**config.mk**
```make
export PLATFORM = sky130hd
export DESIGN_NAME = srtf_tick_scheduler
export DESIGN_NICKNAME = d
export VERILOG_FILES = /design/src/rtl/srtf_pkg.sv /design/src/rtl/srtf_tick_scheduler.sv /design/src/rtl/srtf_cell.sv
export SDC_FILE = /design/constraint.sdc
export NUM_CORES = 2
export LEC_CHECK = 0
export BUFFER_PORTS_ARGS = -buffer_cell sky130_fd_sc_hd__buf_4
export CAP_MARGIN = 40
export CORE_ASPECT_RATIO = 1.75
export CORE_UTILIZATION = 33
export CTS_BUF_LIST = sky130_fd_sc_hd__clkbuf_16
export CTS_CLUSTER_DIAMETER = 30
export DETAILED_ROUTE_END_ITERATION = 8
export GPL_TIMING_DRIVEN = 1
export HOLD_SLACK_MARGIN = 0.08
export PLACE_DENSITY = 0.47
export SLEW_MARGIN = 20
export SYNTH_ARGS = -nofsm -noshare
export SYNTH_HDL_FRONTEND = slang
export SYNTH_SLANG_ARGS = --single-unit
export TNS_END_PERCENT = 5
```
**constraint.sdc**
```tcl
create_clock -name clk -period 11.9 [get_ports clk]
set_input_delay 0.595 -clock clk [delete_from_list [all_inputs] [get_ports clk]]
set_output_delay 0.595 -clock clk [all_outputs]
set_load 0.05 [all_outputs]
```
**src/rtl/srtf_pkg.sv**
```systemverilog
// srtf_pkg: shared types and codes for the srtf tick scheduler
// command and result payload structs, opcodes, cell control struct
// no dependencies

package srtf_pkg;

  localparam int FIELD_W = 16;
  localparam int ID_W    = 7;

  localparam logic [ID_W-1:0] NONE_ID = {ID_W{1'b1}};

  localparam logic [1:0] OP_LOAD  = 2'd0;
  localparam logic [1:0] OP_TICK  = 2'd1;
  localparam logic [1:0] OP_CLEAR = 2'd2;

  typedef struct packed {
    logic [1:0]         opcode;
    logic [FIELD_W-1:0] arrival_time;
    logic [FIELD_W-1:0] burst_time;
  } cmd_t;

  typedef struct packed {
    logic [ID_W-1:0]    running_id;
    logic [FIELD_W-1:0] tick_time;
    logic               new_segment;
    logic               finished;
    logic [FIELD_W-1:0] finish_time;
    logic [FIELD_W-1:0] turnaround;
    logic [FIELD_W-1:0] waiting;
    logic [FIELD_W-1:0] response;
    logic               all_done;
    logic               load_error;
  } res_t;

  // broadcast control from the sequencer to every cell
  typedef struct packed {
    logic load;
    logic clear;
    logic update;
  } cell_ctl_t;

endpackage

```
**src/rtl/srtf_tick_scheduler.sv**
```systemverilog
// srtf_tick_scheduler: top level of the tick-driven srtf scheduler
// builds the chain of srtf_cell entries and the sequencer; depends on srtf_pkg

// Preemptive shortest-remaining-time-first scheduler. A load command adds a
// task (arrival, burst) whose id is its 1-based load order; a load into a full
// table of MAX_TASKS entries is refused with load_error. A tick command picks,
// among arrived unfinished tasks, the one with the least remaining time (ties
// to the lower id), runs it one unit, advances time (saturating at
// 2^TIME_WIDTH-1) and reports the running id, a new-segment flag and, when the
// task ends, its finish, turnaround, waiting and response times. Clear empties
// the table and zeroes time. Each task lives in one cell of a chain; a tick
// sends the best candidate down the chain one cell per cycle. A tick goes
// through the scan, update, metric and result states before its result
// enters the result register; load, clear and unused opcodes go straight
// to the result state. One command is worked on at a time; a result waits in
// the output register until its transfer, and the next command is taken
// meanwhile.

module srtf_tick_scheduler #(
  parameter int MAX_TASKS  = 16,
  parameter int TIME_WIDTH = 16
) (
  input  logic           clk,
  input  logic           rst,
  input  logic           cmd_valid,
  output logic           cmd_ready,
  input  srtf_pkg::cmd_t cmd,
  output logic           res_valid,
  input  logic           res_ready,
  output srtf_pkg::res_t res
);

  localparam int IDX_W  = (MAX_TASKS > 1) ? $clog2(MAX_TASKS) : 1;
  localparam int CNT_W  = $clog2(MAX_TASKS + 1);
  localparam int CAND_W = 1 + IDX_W + 4 * TIME_WIDTH + 1;
  localparam int ID_W   = srtf_pkg::ID_W;
  localparam int FW     = srtf_pkg::FIELD_W;

  localparam logic [TIME_WIDTH-1:0] TIME_MAX = {TIME_WIDTH{1'b1}};

  // sequencer states
  localparam logic [2:0] ST_IDLE   = 3'd0;
  localparam logic [2:0] ST_SCAN   = 3'd1;
  localparam logic [2:0] ST_UPDATE = 3'd2;
  localparam logic [2:0] ST_METRIC = 3'd3;
  localparam logic [2:0] ST_RESULT = 3'd4;

  // same layout as the candidate inside each cell
  typedef struct packed {
    logic                  found;
    logic [IDX_W-1:0]      idx;
    logic [TIME_WIDTH-1:0] remaining;
    logic [TIME_WIDTH-1:0] arrival;
    logic [TIME_WIDTH-1:0] burst;
    logic                  started;
    logic [TIME_WIDTH-1:0] first_start;
  } cand_t;

  logic [2:0]            state;
  logic [IDX_W-1:0]      scan_cnt;
  logic [TIME_WIDTH-1:0] current_time;
  logic [CNT_W-1:0]      task_count;
  logic [CNT_W-1:0]      done_count;
  logic [ID_W-1:0]       last_running;
  srtf_pkg::res_t        pend;
  logic [TIME_WIDTH-1:0] tat;
  logic [TIME_WIDTH-1:0] tat_burst;

  logic                  cmd_xfer;
  logic                  table_full;
  logic                  load_ok;
  logic [TIME_WIDTH-1:0] load_arrival;
  logic [TIME_WIDTH-1:0] load_burst;
  logic [TIME_WIDTH-1:0] time_inc;
  logic [TIME_WIDTH-1:0] start_time;
  logic [ID_W-1:0]       run_id;
  logic                  win_finish;
  cand_t                 win;
  srtf_pkg::res_t        start_res;
  srtf_pkg::res_t        res_next;

  srtf_pkg::cell_ctl_t   ctl;
  logic [IDX_W-1:0]      sel_idx;
  logic [CAND_W-1:0]     chain [MAX_TASKS];

  assign cmd_ready    = (state == ST_IDLE);
  assign cmd_xfer     = cmd_valid && cmd_ready;
  assign table_full   = (task_count >= CNT_W'(MAX_TASKS));
  assign load_ok      = cmd_xfer && (cmd.opcode == srtf_pkg::OP_LOAD) && !table_full;
  assign load_arrival = TIME_WIDTH'(cmd.arrival_time);
  assign load_burst   = TIME_WIDTH'(cmd.burst_time);

  // winner leaves the last cell of the chain
  assign win        = cand_t'(chain[MAX_TASKS-1]);
  assign time_inc   = (current_time == TIME_MAX) ? current_time
                                                 : current_time + TIME_WIDTH'(1);
  assign start_time = win.started ? win.first_start : current_time;
  assign run_id     = win.found ? ID_W'(win.idx) + ID_W'(1) : '0;
  assign win_finish = win.found && (win.remaining == TIME_WIDTH'(1));

  always_comb begin
    ctl.load   = load_ok;
    ctl.clear  = cmd_xfer && (cmd.opcode == srtf_pkg::OP_CLEAR);
    ctl.update = (state == ST_UPDATE) && win.found;
    sel_idx    = ctl.update ? win.idx : task_count[IDX_W-1:0];
  end

  // chain of task cells, the best candidate moves one cell per cycle
  for (genvar k = 0; k < MAX_TASKS; k++) begin : g_cell
    logic [CAND_W-1:0] cand_in;
    if (k == 0) begin : g_head
      assign cand_in = '0;
    end else begin : g_link
      assign cand_in = chain[k-1];
    end
    srtf_cell #(
      .TIME_WIDTH (TIME_WIDTH),
      .IDX_W      (IDX_W),
      .INDEX      (k),
      .CAND_W     (CAND_W)
    ) u_cell (
      .clk        (clk),
      .rst        (rst),
      .ctl        (ctl),
      .sel_idx    (sel_idx),
      .wr_arrival (load_arrival),
      .wr_burst   (load_burst),
      .now        (current_time),
      .cand_in    (cand_in),
      .cand_out   (chain[k])
    );
  end

  // sequencer and scheduler counters
  always_ff @(posedge clk) begin
    if (rst) begin
      state        <= ST_IDLE;
      scan_cnt     <= '0;
      current_time <= '0;
      task_count   <= '0;
      done_count   <= '0;
      last_running <= srtf_pkg::NONE_ID;
    end else begin
      unique case (state)
        ST_IDLE: begin
          if (cmd_xfer) begin
            scan_cnt <= '0;
            if (cmd.opcode == srtf_pkg::OP_TICK) begin
              state <= ST_SCAN;
            end else begin
              state <= ST_RESULT;
            end
            if (load_ok) begin
              task_count <= task_count + CNT_W'(1);
              if (load_burst == '0) begin
                // zero burst counts as done right away
                done_count <= done_count + CNT_W'(1);
              end
            end
            if (cmd.opcode == srtf_pkg::OP_CLEAR) begin
              current_time <= '0;
              task_count   <= '0;
              done_count   <= '0;
              last_running <= srtf_pkg::NONE_ID;
            end
          end
        end
        ST_SCAN: begin
          scan_cnt <= scan_cnt + IDX_W'(1);
          if (scan_cnt == IDX_W'(MAX_TASKS - 1)) begin
            state <= ST_UPDATE;
          end
        end
        ST_UPDATE: begin
          last_running <= run_id;
          current_time <= time_inc;
          if (win_finish) begin
            done_count <= done_count + CNT_W'(1);
          end
          state <= ST_METRIC;
        end
        ST_METRIC: begin
          state <= ST_RESULT;
        end
        ST_RESULT: begin
          if (!res_valid || res_ready) begin
            state <= ST_IDLE;
          end
        end
        default: begin
          state <= ST_IDLE;
        end
      endcase
    end
  end

  // result fields known at command transfer
  always_comb begin
    start_res           = '0;
    start_res.tick_time = FW'(current_time);
    if (cmd.opcode == srtf_pkg::OP_LOAD) begin
      start_res.load_error = table_full;
      if (!table_full) begin
        start_res.running_id = ID_W'(task_count) + ID_W'(1);
      end
    end
    if (cmd.opcode == srtf_pkg::OP_CLEAR) begin
      start_res.tick_time = '0;
    end
  end

  // pending result built up over the command's cycles
  always_ff @(posedge clk) begin
    unique case (state)
      ST_IDLE: begin
        if (cmd_xfer) begin
          pend <= start_res;
        end
      end
      ST_UPDATE: begin
        pend.running_id  <= run_id;
        pend.new_segment <= (run_id != last_running);
        pend.finished    <= win_finish;
        tat              <= time_inc - win.arrival;
        tat_burst        <= win.burst;
        if (win_finish) begin
          pend.finish_time <= FW'(time_inc);
          pend.turnaround  <= FW'(time_inc - win.arrival);
          pend.response    <= FW'(start_time - win.arrival);
        end
      end
      ST_METRIC: begin
        // waiting clamps at zero once time has saturated
        if (pend.finished && (tat >= tat_burst)) begin
          pend.waiting <= FW'(tat - tat_burst);
        end
      end
      ST_SCAN, ST_RESULT: begin
      end
      default: begin
      end
    endcase
  end

  // output register, parts the result transfer from the command side
  always_ff @(posedge clk) begin
    if (rst) begin
      res_valid <= 1'b0;
    end else if (state == ST_RESULT && (!res_valid || res_ready)) begin
      res_valid <= 1'b1;
    end else if (res_ready) begin
      res_valid <= 1'b0;
    end
  end

  always_comb begin
    res_next          = pend;
    res_next.all_done = (done_count == task_count);
  end

  always_ff @(posedge clk) begin
    if (state == ST_RESULT && (!res_valid || res_ready)) begin
      res <= res_next;
    end
  end

endmodule

```
**src/rtl/srtf_cell.sv**
```systemverilog
// srtf_cell: one task entry of the scheduler table plus one stage of the
// minimum-remaining-time chain; depends on srtf_pkg

module srtf_cell #(
  parameter int TIME_WIDTH = 16,
  parameter int IDX_W      = 4,
  parameter int INDEX      = 0,
  parameter int CAND_W     = 1 + IDX_W + 4 * TIME_WIDTH + 1
) (
  input  logic                  clk,
  input  logic                  rst,
  input  srtf_pkg::cell_ctl_t   ctl,
  input  logic [IDX_W-1:0]      sel_idx,
  input  logic [TIME_WIDTH-1:0] wr_arrival,
  input  logic [TIME_WIDTH-1:0] wr_burst,
  input  logic [TIME_WIDTH-1:0] now,
  input  logic [CAND_W-1:0]     cand_in,
  output logic [CAND_W-1:0]     cand_out
);

  typedef struct packed {
    logic                  found;
    logic [IDX_W-1:0]      idx;
    logic [TIME_WIDTH-1:0] remaining;
    logic [TIME_WIDTH-1:0] arrival;
    logic [TIME_WIDTH-1:0] burst;
    logic                  started;
    logic [TIME_WIDTH-1:0] first_start;
  } cand_t;

  logic                  valid;
  logic [TIME_WIDTH-1:0] arrival;
  logic [TIME_WIDTH-1:0] burst;
  logic [TIME_WIDTH-1:0] remaining;
  logic                  started;
  logic [TIME_WIDTH-1:0] first_start;

  logic  hit;
  logic  eligible;
  logic  take;
  cand_t prev;
  cand_t own;
  cand_t cand_next;

  assign hit = (sel_idx == IDX_W'(INDEX));

  always_ff @(posedge clk) begin
    if (rst) begin
      valid <= 1'b0;
    end else if (ctl.clear) begin
      valid <= 1'b0;
    end else if (ctl.load && hit) begin
      valid <= 1'b1;
    end
  end

  always_ff @(posedge clk) begin
    if (ctl.load && hit) begin
      arrival     <= wr_arrival;
      burst       <= wr_burst;
      remaining   <= wr_burst;
      started     <= 1'b0;
      first_start <= '0;
    end else if (ctl.update && hit) begin
      remaining <= remaining - TIME_WIDTH'(1);
      if (!started) begin
        started     <= 1'b1;
        first_start <= now;
      end
    end
  end

  // strict compare keeps the earlier (lower id) entry on a tie
  always_comb begin
    prev      = cand_t'(cand_in);
    own.found       = 1'b1;
    own.idx         = IDX_W'(INDEX);
    own.remaining   = remaining;
    own.arrival     = arrival;
    own.burst       = burst;
    own.started     = started;
    own.first_start = first_start;
    eligible  = valid && (arrival <= now) && (remaining != '0);
    take      = eligible && (!prev.found || (remaining < prev.remaining));
    cand_next = take ? own : prev;
  end

  always_ff @(posedge clk) begin
    cand_out <= CAND_W'(cand_next);
  end

endmodule
```
Word-level counts from Yosys, hierarchy flattened
Cells that the tools add are included.
{"block": "word_totals", "romBits": 0, "word_cells": 537, "inputBits": 38, "regBits": 2430, "latchBits": 0, "mem_count": 0, "out_inout_bits": 93, "ramBits": 0}
{"block": "op_classes", "bitwise": 16, "addsub": 25, "mux": 86, "n_lt_le_gt_ge": 33, "n_eq_ne": 34, "n_shift": 0, "n_mul": 0, "n_div": 0, "reduce_logical": 187}
{"cell": "two-way mux 65 bit", "count": 15}
{"cell": "two-way mux 16 bit", "count": 38}
{"cell": "less-or-equal comparator 16 bit", "count": 16}
{"cell": "nonzero test 16 bit", "count": 16}
{"cell": "subtractor 16 x 1 -> 16 bit (second input constant)", "count": 16}
{"cell": "less-than comparator 16 bit", "count": 15}
{"cell": "one-hot mux 16 bit (2 select lines)", "count": 3}
{"cell": "two-way mux 91 bit", "count": 1}
{"cell": "logical AND 1 bit", "count": 87}
{"cell": "two-way mux 70 bit", "count": 1}
{"cell": "one-hot mux 34 bit (2 select lines)", "count": 1}
{"cell": "subtractor 16 bit", "count": 3}
{"cell": "nonzero test 2 bit", "count": 21}
{"cell": "two-way mux 5 bit", "count": 8}
{"cell": "AND reduction 2 bit", "count": 19}
{"cell": "equality test 4 bit (second input constant)", "count": 9}
{"cell": "two-way mux 32 bit", "count": 1}
{"cell": "one-hot mux 7 bit (2 select lines)", "count": 2}
{"cell": "zero test 1 bit", "count": 17}
{"cell": "adder 16 x 1 -> 16 bit (second input constant)", "count": 1}
{"cell": "equality test 16 x 1 -> 1 bit (second input constant)", "count": 1}
{"cell": "equality test 16 bit (second input constant)", "count": 1}
{"cell": "equality test 4 x 3 -> 1 bit (second input constant)", "count": 4}
{"cell": ">= comparator 16 bit", "count": 1}
{"cell": "34 further kinds", "count": 84}

Longest topological paths before layout
{"block": "depth", "ltp_word": 8, "ltp_mapped": 16, "ltp_nobuf": 14}

Cells and area by module
A second synthesis with hierarchy kept.
{"block": "unflattened", "hier_cells": 8306, "hier_area_um2": 99753.2}
{"module": "srtf_cell (g_cell[11].u_cell ...)", "seq_area_each_um2": 3203.1, "area_per_inst_um2": 5491.5, "cells_per_inst": 443, "n_inst": 4}
{"module": "srtf_cell (g_cell[10].u_cell ...)", "seq_area_each_um2": 3203.1, "area_per_inst_um2": 5484.0, "cells_per_inst": 462, "n_inst": 3}
{"module": "srtf_cell (g_cell[1].u_cell ...)", "seq_area_each_um2": 3203.1, "area_per_inst_um2": 5482.8, "cells_per_inst": 462, "n_inst": 3}
{"module": "srtf_tick_scheduler", "seq_area_each_um2": 7136.8, "area_per_inst_um2": 11920.2, "cells_per_inst": 1003, "n_inst": 1}
{"module": "srtf_cell (g_cell[12].u_cell ...)", "seq_area_each_um2": 3203.1, "area_per_inst_um2": 5477.8, "cells_per_inst": 462, "n_inst": 2}
{"module": "srtf_cell (g_cell[8].u_cell)", "seq_area_each_um2": 3203.1, "area_per_inst_um2": 5524.0, "cells_per_inst": 465, "n_inst": 1}
{"module": "srtf_cell (g_cell[9].u_cell)", "seq_area_each_um2": 3203.1, "area_per_inst_um2": 5517.8, "cells_per_inst": 465, "n_inst": 1}
{"module": "srtf_cell (g_cell[15].u_cell)", "seq_area_each_um2": 3203.1, "area_per_inst_um2": 5489.0, "cells_per_inst": 443, "n_inst": 1}
{"module": "srtf_cell (g_cell[0].u_cell)", "seq_area_each_um2": 3203.1, "area_per_inst_um2": 5480.3, "cells_per_inst": 462, "n_inst": 1}

Worst setup path before layout
No wires, ideal clock.
{"block": "synth_path", "kind": "register -> register", "startpoint": "register state[1]", "endpoint": "register done_count[3]", "arrival_ps": 5077, "synth_period_minus_slack_ps": 5204, "setup_ps": 128, "path_slack_ps": 6696, "required_time_ps": 11772, "path_stages_with_launch": 10, "n_path_buf": 3, "cell_sequence": "dfxtp_1 > buf_6 > nand4bb_1 > buf_2 > buf_2 > o21ai_0 > o21a_1 > nand4_1 > xor2_1 > nor2_1"}
{"block": "synth_between", "elab_chain_cells": 6}
{"item": "from (decl)", "line_no": "srtf_tick_scheduler.sv:59", "text": "logic [2:0] state;"}
{"item": "from (signal assigned)", "line_no": "srtf_tick_scheduler.sv:137", "text": "state <= ST_IDLE;"}
{"item": "from (signal assigned)", "line_no": "srtf_tick_scheduler.sv:149", "text": "state <= ST_SCAN;"}
{"item": "from (signal assigned)", "line_no": "srtf_tick_scheduler.sv:151", "text": "state <= ST_RESULT;"}
{"item": "zero test 3 bit", "line_no": "srtf_tick_scheduler.sv:86, srtf_tick_scheduler.sv:144"}
{"item": "logical AND 1 bit", "line_no": "srtf_tick_scheduler.sv:87", "text": "assign cmd_xfer = cmd_valid && cmd_ready;"}
{"item": "logical AND 1 bit (2 in series)", "line_no": "srtf_tick_scheduler.sv:89", "text": "assign load_ok = cmd_xfer && (cmd.opcode == srtf_pkg::OP_LOAD) && !table_full;"}
{"item": "inequality test 3 x 1 -> 1 bit (no source line)"}
{"item": "AND reduction 5 bit (no source line)"}
{"item": "to (signal assigned)", "line_no": "srtf_tick_scheduler.sv:157", "text": "done_count <= done_count + CNT_W'(1);"}
{"item": "to (signal assigned)", "line_no": "srtf_tick_scheduler.sv:178", "text": "done_count <= done_count + CNT_W'(1);"}
{"item": "to (decl)", "line_no": "srtf_tick_scheduler.sv:63", "text": "logic [CNT_W-1:0] done_count;"}
Parallel ways exist; a longest one is shown, timed or not.
A chain may end at the register's enable or synchronous reset.

==> summary.txt <==
Clocking
  – Clk buf depth: 4
  – Hold Buf Count CTS: 14
  – Post-CTS setup buffer count: 0
  – Clock transition at path regs: 0.06 ns
  – Post_cts resized: 0
  – Skew-Pair Late Insertion Delay: 0.91 ns
  – Clock root cell: clkbuf_16
  – H-Tree Depth: 5
  – TritonCTS clock tree: yes
  – Clock tree sinks: around 2,400
  – Total CTS buffers: 371

Worst setup path
  – Arrival @ worst endpoint: 5.97 ns
  – Crit path kind: reg -> reg
  – CP required: 12.67 ns
  – Crit path max fanout: 42
  – Slowest library cell on the worst path: nor3b_1
  – Endpoint type of the worst setup path: flip-flop
  – Critical path, cell by cell: buf_4 -> inv_1 -> buf_4 -> ha_1 -> a21oi_1 -> o21ai_0 -> a221oi_1 -> nor3b_1 -> o21ai_1 -> a21oi_4 -> buf_4 -> buf_16 -> mux2_2
  – CP dominant cell by count: buf_4
  – CP peak stage delay: 0.69 ns
  – Startpoint Class: flip-flop

Placed design
  – Port bufs: ~130
  – Area after DPL: 0.1038 mm^2
  – DP Wirelength: 216,500 um
  – RePlAce Congestion: just over 0.9
  – Post-Place Worst Slack: 6.797 ns
  – Inst Count DP: between 10,000 and 15,000

Yosys
  – Dominant cell type by area after synthesis: edfxtp_1
  – Synthesized area: 0.09754 mm^2
  – Main synth FF type: dfxtp_1
  – Cells after synthesis: approximately 8,000
  – Syn avg cell area: ~12 um^2
  – Synth cell types: between 80 and 90
  – Post-synth EDFFs: 979
  – Flops & latches, synth: 2,412
  – Synth area leaders: edfxtp_1, dfxtp_1, mux2_2, ha_1, nand2_1
  – Synthesis Warnings: 0
  – Sequential fraction of the synthesis area: 59.55%
  – Asr flop ratio synth: 0%
  – Synth top area share: 30.14%

Finish
  – Most frequent cells in the layout: dfxtp_1, edfxtp_1, mux2_2, nand2_1, ha_1
  – Share of cells above drive strength 1: 23.30%
  – Post-route cell area: 0.1168 mm^2
  – Layout Cells excl Fill: 12,633
  – Area added between synthesis and finish: 19.79%
  – Post-layout nets: 9,052
  – Commonest non-fill, non-tap cell in the layout: dfxtp_1

Timing
  – Fin crit share: 43.66%
  – RSZ-0062 raised after global routing: no
  – Max Clk Rate: about 190 MHz
  – Setup Skew: between 0.04 and 0.05 ns
  – Setup violators final: 0
  – Slew @ Worst Pin: 0.9144 ns
  – Final Hold Fails: 0
  – Rel. slew slack: approximately 39%
  – Final Max Slew Viols: 0
  – Fin crit period: 5.195 ns
  – Final WS setup: 6.705 ns
  – Fin Setup TNS: 0 ns

Detailed routing
  – Via count: 62,017
  – Routed wire length per instance: 23.71 um
  – Pre-antenna DRT Iters: 6
  – Drt initial violations: about 3,300
  – Vias/cell: 4.909
  – Final WL: 299,500 um
  – Antenna viol nets, final: 0
  – DR DRC count: 0

Flow run
  – Max_cap viols: 0

Power
  – Comb power frac: 2.2%
  – Switching portion of total power: 23.16%
  – Cell Int Power: 15.53 mW
  – Pwr/cell area: 173.0 mW/mm^2
  – Pwr Total: 20.22 mW
  – Maximum VDD drop: 0.1261 mV
  – Switching power: roughly 4.7 mW
  – Clock group share of total power: 54.4%
  – Sequential share of power: 43.4%
  – Leak Pwr: 45.66 nW

Die
  – Die ar.: 0.2978 mm^2
  – Initial cell density of the core: 33.23%
  – Die Y-Extent: 721.2 um
  – IO Pins: around 130
  – Die width: approximately 410 um
  – Core region area: 0.2935 mm^2
  – Number of cell rows: about 260

Run status
  – Status: finished, final reports clean

Global route
  – First-pass GRT wire length: ~440,000 um
  – Largest net degree at the start of global routing: 76
  – Vias in the first global route: 65,624
  – Initial antenna violation count: 31
  – Total gr overflow: 0
  – Total GRT Usage: 19.94%

Hold path
  – Worst min path class: in -> reg
==> final cells by class <==
| type | instances | area [um^2] |
|---|---|---|
| Inverter | 368 | 1395 |
| Clock inverter | 302 | 3062 |
| Fill cell | 28000 | 176700 |
| Clock buffer | 386 | 9659 |
| Multi-Input combinational cell | 4976 | 36820 |
| Tap cell | 3842 | 4807 |
| Sequential cell | 2412 | 58090 |
| Antenna cell | 14 | 35.03 |
| Timing Repair Buffer | 333 | 2975 |
==> worst max-delay path: cells and delay by family, from the launching register on <==
| kind | cells | cell delay, ns |
|---|---|---|
| multiplexers | 1 | 0.42 |
| AND/OR/NAND/NOR | 1 | 0.69 |
| adder cells (fa/ha/maj) | 1 | 0.37 |
| AO/OA/AOI/OAI | 5 | 1.64 |
| flip-flops | 1 | 0.30 |
| buffers and inverters | 5 | 1.41 |
==> stage by stage <==
step	hold WS (ns)	utilization, %
after global placement	0.3865	35.12
final	0.1331	39.81
after detailed placement	0.3887	35.38
after floorplan	0.3855	-
after global routing	0.1001	39.80
after CTS	0.08169	39.76
==> cell families (layout without fill, tap and decap cells) <==
| kind of cell | count (synthesis) | in the layout | synth area share [%] |
|---|---|---|---|
| AO/OA/AOI/OAI | 1157 | 1157 | 6.824 |
| XOR/XNOR | 256 | 256 | 2.299 |
| adder cells (fa/ha/maj) | 552 | 552 | 7.104 |
| buffers and inverters | 732 | 1389 | 3.103 |
| flip-flops | 2412 | 2412 | 59.55 |
| multiplexers | 984 | 984 | 11.37 |
| other | 1 | 16 | 0.003845 |
| AND/OR/NAND/NOR | 2025 | 2025 | 9.744 |
==> final timing paths <==
path | startpoint | end | slack, ns | cells after the start
max | current_time[5] | g_cell[12].u_cell.cand_out[38] | 6.70 | 13
min | cmd[2] | g_cell[5].u_cell.burst[2] | 0.13 | 1
max reg2reg | current_time[5] | g_cell[12].u_cell.cand_out[38] | 6.70 | 13
min reg2reg | g_cell[15].u_cell.cand_out[26] | tat_burst[9] | 0.40 | 0
==> power by group through the flow <==
stage / combinational [mW] / clock (mW) / sequential (mW)
global placement: 0.448 / 0 / 8.95
CTS: 0.463 / 11.2 / 8.78
detailed placement: 0.456 / 0 / 8.95
finish: 0.452 / 11.0 / 8.77
floorplan: 0.156 / 0 / 9.00
global route: 0.479 / 11.6 / 8.78
==> layer usage <==
| metal | vias up | part of all wire (%) | global-route usage, % |
|---|---|---|---|
| li1 | 29579 | - | - |
| met1 | 30653 | 36 | 20.63 |
| met2 | 1252 | 55 | 38.86 |
| met3 | 525 | 3.8 | 2.956 |
| met4 | 8 | 4.5 | 8.688 |
| met5 | - | 0.017 | 0 |
==> sequential cells by signal, indices dropped and copies added, names as in the netlist, 6 cells and up <==
signal,cells
tat,16
tat_burst,16
g_cell.u_cell.arrival,256
current_time,16
pend,89
last_running,6
g_cell.u_cell.remaining,256
g_cell.u_cell.first_start,256
res,90
g_cell.u_cell.burst,256
g_cell.u_cell.started,16
g_cell.u_cell.valid,16
g_cell.u_cell.cand_out,1105
==> Yosys cell counts (39+ instances only) <==
cell and instances:
dfxtp_1 1433, edfxtp_1 979, mux2_2 952, nand2_1 917
ha_1 549, a21oi_1 500, inv_1 361, nor2_1 347
o21ai_0 290, clkbuf_1 231, xnor2_1 175, and2_1 110
nor3_1 107, nand4_1 92, buf_2 83, xor2_1 81
nor4_1 74, nand3_1 68, o21ai_1 57, or3_1 53
or2_2 46, nor2b_1 45, a21o_1 43, nand2b_1 39
(Power assumes the default switching activity.)
